[config.mk]
export PLATFORM = sky130hd
export DESIGN_NAME = rast_mul
export DESIGN_NICKNAME = d
export VERILOG_FILES = /design/src/hw/rtl/rast_pkg.sv /design/src/hw/rtl/rast_mul.sv
export SDC_FILE = /design/constraint.sdc
export NUM_CORES = 1
export LEC_CHECK = 0
export BUFFER_PORTS_ARGS = -buffer_cell sky130_fd_sc_hd__buf_2
export CORE_MARGIN = 10
export CORE_UTILIZATION = 50
export CTS_CLUSTER_DIAMETER = 100
export DETAILED_ROUTE_END_ITERATION = 10
export PLACE_DENSITY = 0.77
export SETUP_SLACK_MARGIN = 0.1
export SYNTH_ARGS = -nofsm -noshare
export SYNTH_HDL_FRONTEND = slang
export SYNTH_SLANG_ARGS = --single-unit
[constraint.sdc]
create_clock -name aclk -period 14 [get_ports aclk]
set_input_delay 2.8 -clock aclk [delete_from_list [all_inputs] [get_ports aclk]]
set_output_delay 2.8 -clock aclk [all_outputs]
set_load 0.03 [all_outputs]
[src/hw/rtl/rast_pkg.sv]
// Package for the range-add / range-sum store.
// Holds the sizes, the item kind codes and the sequencer state type; no dependencies.
package rast_pkg;

    localparam int MAX_ELEMENTS = 1024;
    localparam int ADDR_W       = $clog2(MAX_ELEMENTS);
    localparam int POS_W        = 11;
    localparam int WALK_W       = ADDR_W + 2;
    localparam int SUM_W        = 64;
    localparam int VAL_W        = 32;

    typedef enum logic [1:0] {
        KIND_LOAD  = 2'd0,
        KIND_ADD   = 2'd1,
        KIND_QUERY = 2'd2,
        KIND_NONE  = 2'd3
    } kind_t;

    typedef enum logic [3:0] {
        ST_CLEAR,
        ST_IDLE,
        ST_QRD,
        ST_QACC,
        ST_QMUL,
        ST_QDONE,
        ST_UMUL,
        ST_UPREP,
        ST_URD,
        ST_UWR,
        ST_OUT
    } state_t;

endpackage

[src/hw/rtl/rast_mul.sv]
// Registered 64 by 11 bit multiplier, product kept modulo 2^64.
// Depends on rast_pkg for the widths.
module rast_mul
    import rast_pkg::*;
(
    input  logic             aclk,
    input  logic             en,
    input  logic [SUM_W-1:0] op_a,
    input  logic [POS_W-1:0] op_b,
    output logic [SUM_W-1:0] prod
);

    logic [SUM_W+POS_W-1:0] full;
    logic [SUM_W-1:0]       prod_reg;

    assign full = {{POS_W{1'b0}}, op_a} * {{SUM_W{1'b0}}, op_b};
    assign prod = prod_reg;

    always_ff @(posedge aclk) begin
        if (en) begin
            prod_reg <= full[SUM_W-1:0];
        end
    end

endmodule

Word level (Yosys, flattened, before mapping):

Index checks and enable logic that the tools add are counted.

* multipliers: 1

Operator list (count)
* $mul A64 B11 Y64: 1

* flip-flop bits (word level): 64
* input bits: 77
* output and inout port bits: 64

Depth between registers and ports, before layout:

* depth in word-level cells: 1
* mapped depth: 24

Least setup slack after synthesis:

OpenSTA, ideal clock, no wires.

* path kind: input to register
* start point: input op_b[4]
* end point: register prod_reg[61] (netlist: prod[61]) (data pin)
* library setup time: 270 ps
* arrival time: 8241 ps
* data required time: 13730 ps
* path slack: 5489 ps
* stages on the path: 21
* path buffers: 4
* path through: clkbuf_1 clkbuf_1 buf_1 nand2_1 fa_1 fa_1 inv_1 fa_1 fa_1 fa_1 ha_1 buf_4 nand4_4 or3_1 or3_1 a211o_1 nand4bb_2 a211o_1 nand2_2 o41ai_2 xor2_1

* cells in the longest elaborated chain, start to end: 1

RTL lines
* start, declared: RTL line rast_mul.sv:9 `input logic [POS_W-1:0] op_b,`
* $mul A64 B11 Y64: RTL line rast_mul.sv:16 `assign full = {{POS_W{1'b0}}, op_a} * {{SUM_W{1'b0}}, op_b};`
* net full[61]: RTL line rast_mul.sv:13 `logic [SUM_W+POS_W-1:0] full;`
* end signal, assigned: RTL line rast_mul.sv:21 `prod_reg <= full[SUM_W-1:0];`
* end, declared: RTL line rast_mul.sv:14 `logic [SUM_W-1:0] prod_reg;`

The timed path passes the listed nets, and every way through them passes these cells.
A chain may end at the register's enable or synchronous reset.

Final worst setup path:

* start point: input op_b[2]
* end point: register prod_reg[53] (netlist: prod[53]) (data pin)

The elaborated chain is that of the path after synthesis.

==> summary.txt <==
Clock tree
  – Clock-pin slew on the worst setup and hold paths: 80 ps
  – CTS root buffer: clkbuf_16
  – Num CTS Buffers: 9
  – # H-tree levels: 3
  – Clock tree buffer depth: 2
  – Cts hold-fix bufs: 0
  – Clock Sinks: 64
  – Post CTS Setup Buffer Count: 0
  – TritonCTS clock tree: yes
  – Post-CTS sizing: 0

STA
  – Final Hold Fails: 0
  – Final period util: 67.6%
  – Worst slew margin: 17.5%
  – Worst Max-Slew Pin Slew: 1230 ps
  – RSZ-0062 raised after global routing: no
  – Final setup viols: 0
  – Max Freq: 0.106 GHz
  – Setup_tns: 0 ps
  – Post-route minimum period: 9460 ps
  – Max-slew violations: 0
  – Worst path setup slack after routing: 4540 ps

Critical path
  – Critical Path Sink Type: flip-flop
  – Worst EP required: 14120 ps
  – CP Class: primary input to flip-flop
  – Startpoint Class: primary input
  – Critical-path maximum fanout: 62
  – Worst Path Arrival: 9580 ps
  – Crit path from: op_b[2]

Logic synthesis
  – Syn_area_per_cell: 9.25 sq um
  – Cells after Synth: around 2300
  – Number of synthesized flops with an enable pin: 64
  – Predominant post-synthesis flop cell: edfxtp_1
  – Yosys top cell area share: between 40% and 50%
  – Synth area leaders: fa_1 (49%), edfxtp_1 (9.2%), nand2_1 (8.3%)
  – Most frequent cell after synthesis: fa_1
  – Synth top cells by count: fa_1 (507), nand2_1 (461), inv_1 (380)
  – Synth async-reset ratio: 0%
  – Area leader, netlist: fa_1
  – Sequential share of the synthesized area: 9.19%
  – Ys Warns: 0
  – #FFs+latches synth: 64
  – Synth cell types: 58
  – Synth Cell Area: 20900 sq um
  – Mapped Nets: ~2900

Die
  – I/O pin cnt: roughly 140
  – Rows: 74
  – Die ar.: 50400 sq um
  – Initial Utilization: approximately half
  – Die span in x: 224 um
  – Chip height: ~220 um
  – Core Footprint: 41100 sq um

Outcome
  – Status: finished, final reports clean

Job
  – Maximum capacitance violations: 0

Route
  – DR vias/cell: around 5.5
  – DR vias: 15539
  – Final wirelength: between 50000 and 60000 um
  – # DRC: 0
  – DR WL/cell: 19.3 um
  – Detail Route Antenna Nets: 0
  – Initial DRC Count: around 1300
  – Drt first pass iters: 5

Place
  – Post-placement worst setup slack: 4260 ps
  – Final Wtd Congestion: 0.990
  – Post-DP Area: around 22000 sq um
  – Port buffer count: 140
  – Placed wire-length estimate: 42000 um

Worst hold path
  – Hold/Removal Path Class: primary input to flip-flop
  – Hold path startpoint: op_a[0]

Global routing
  – GRT Resource Usage Total: a little under a quarter
  – Global route total overflow: 0
  – First-pass GRT wire length: 90700 um
  – Largest net degree at the start of global routing: 65
  – Number of global-route vias before repair: 17157
  – Initial antenna violation count: 4

Finish
  – Nets: 2937
  – Post-route cell area: between 20000 and 25000 sq um
  – Synthesis-to-layout area growth: 5.57%
  – Share of layout cells above drive strength 1: 7.95%
  – Number of flip-flops in the largest register: 64
[cell usage in the layout (no fill, tap or decap), drive strengths merged, types with 3 or more instances in the layout]
| cell | synthesis | final |
|---|---|---|
| fa | 507 | 507 |
| nand2 | 462 | 462 |
| inv | 380 | 380 |
| and2 | 238 | 238 |
| buf | 12 | 149 |
| ha | 81 | 81 |
| a21oi | 70 | 70 |
| edfxtp | 64 | 64 |
| xnor2 | 46 | 46 |
| nor2 | 37 | 37 |
| o21ai | 35 | 35 |
| a21o | 31 | 31 |
| xor2 | 29 | 29 |
| nand3 | 17 | 17 |
| nand4 | 13 | 13 |
| nor3 | 12 | 12 |
| o21bai | 10 | 10 |
| clkbuf | 137 | 10 |
| o21a | 9 | 9 |
| o31ai | 8 | 8 |
| a31oi | 7 | 7 |
| nand2b | 6 | 6 |
| or3 | 6 | 6 |
| nor2b | 6 | 6 |
| a211oi | 4 | 4 |
| diode | 0 | 3 |
| o211ai | 3 | 3 |
| nor4 | 3 | 3 |
| and4 | 3 | 3 |
| a211o | 3 | 3 |
| o221ai | 3 | 3 |
| a221oi | 3 | 3 |
[area by class of cell]
class / count / area [sq um]
Clock buffer: 10 / 229
Clock inverter: 6 / 83.8
Inverter: 380 / 1430
Antenna cell: 3 / 7.51
Sequential cell: 64 / 1920
Tap cell: 532 / 666
Timing Repair Buffer: 149 / 771
Fill cell: 3582 / 19000
Multi-Input combinational cell: 1668 / 17000
[final timing paths]
check / to / slack [ps] / depth (start not counted)
min: prod[0]$_DFFE_PP_ / 2870 / 2
max: prod[53]$_DFFE_PP_ / 4540 / 22
[worst max-delay path, cell delays in order]
cell and delay, ps:
buf_2 80, buf_4 600, nand2_1 200, fa_1 550, fa_1 520, inv_1 50
fa_1 480, fa_1 520, inv_1 50, fa_1 470, inv_1 40, ha_1 390
a21oi_1 260, o211a_1 180, o31ai_1 80, o31ai_1 1030, a211o_1 270, nand4bb_2 160
a211o_1 320, a31o_2 240, a21oi_1 190, xnor2_1 90
[per-layer routing]
metal,track usage [%],vias to the layer above,part of all wire [%]
met2,37.8,692,49
met3,5.23,102,8.1
met5,0,-,0.037
li1,-,6784,-
met4,7.04,4,2.2
met1,28.7,7957,40
[through the flow]
step                instances  hold WS (ps)  utilization (%)
finish                   2812          2870             53.7
floorplan                2261          2910                -
CTS                      2809          2850             53.7
global route             2809          2880             53.7
detailed placement       2793          3260             52.9
global placement         2793          3240             52.9
[kinds of logic (layout without fill, tap and decap cells)]
logic type	after synthesis	in the layout	synth area share, %
buffers and inverters	529	545	9.66
multiplexers	1	1	0.0479
AO/OA/AOI/OAI	198	198	6.42
AND/OR/NAND/NOR	806	806	18.1
other	0	3	0
adder cells (fa/ha/maj)	588	588	53.4
XOR/XNOR	75	75	3.14
flip-flops	64	64	9.19
Power is not shown: default switching activity piles up to over one toggle a cycle in this logic, so the estimate is an artifact.
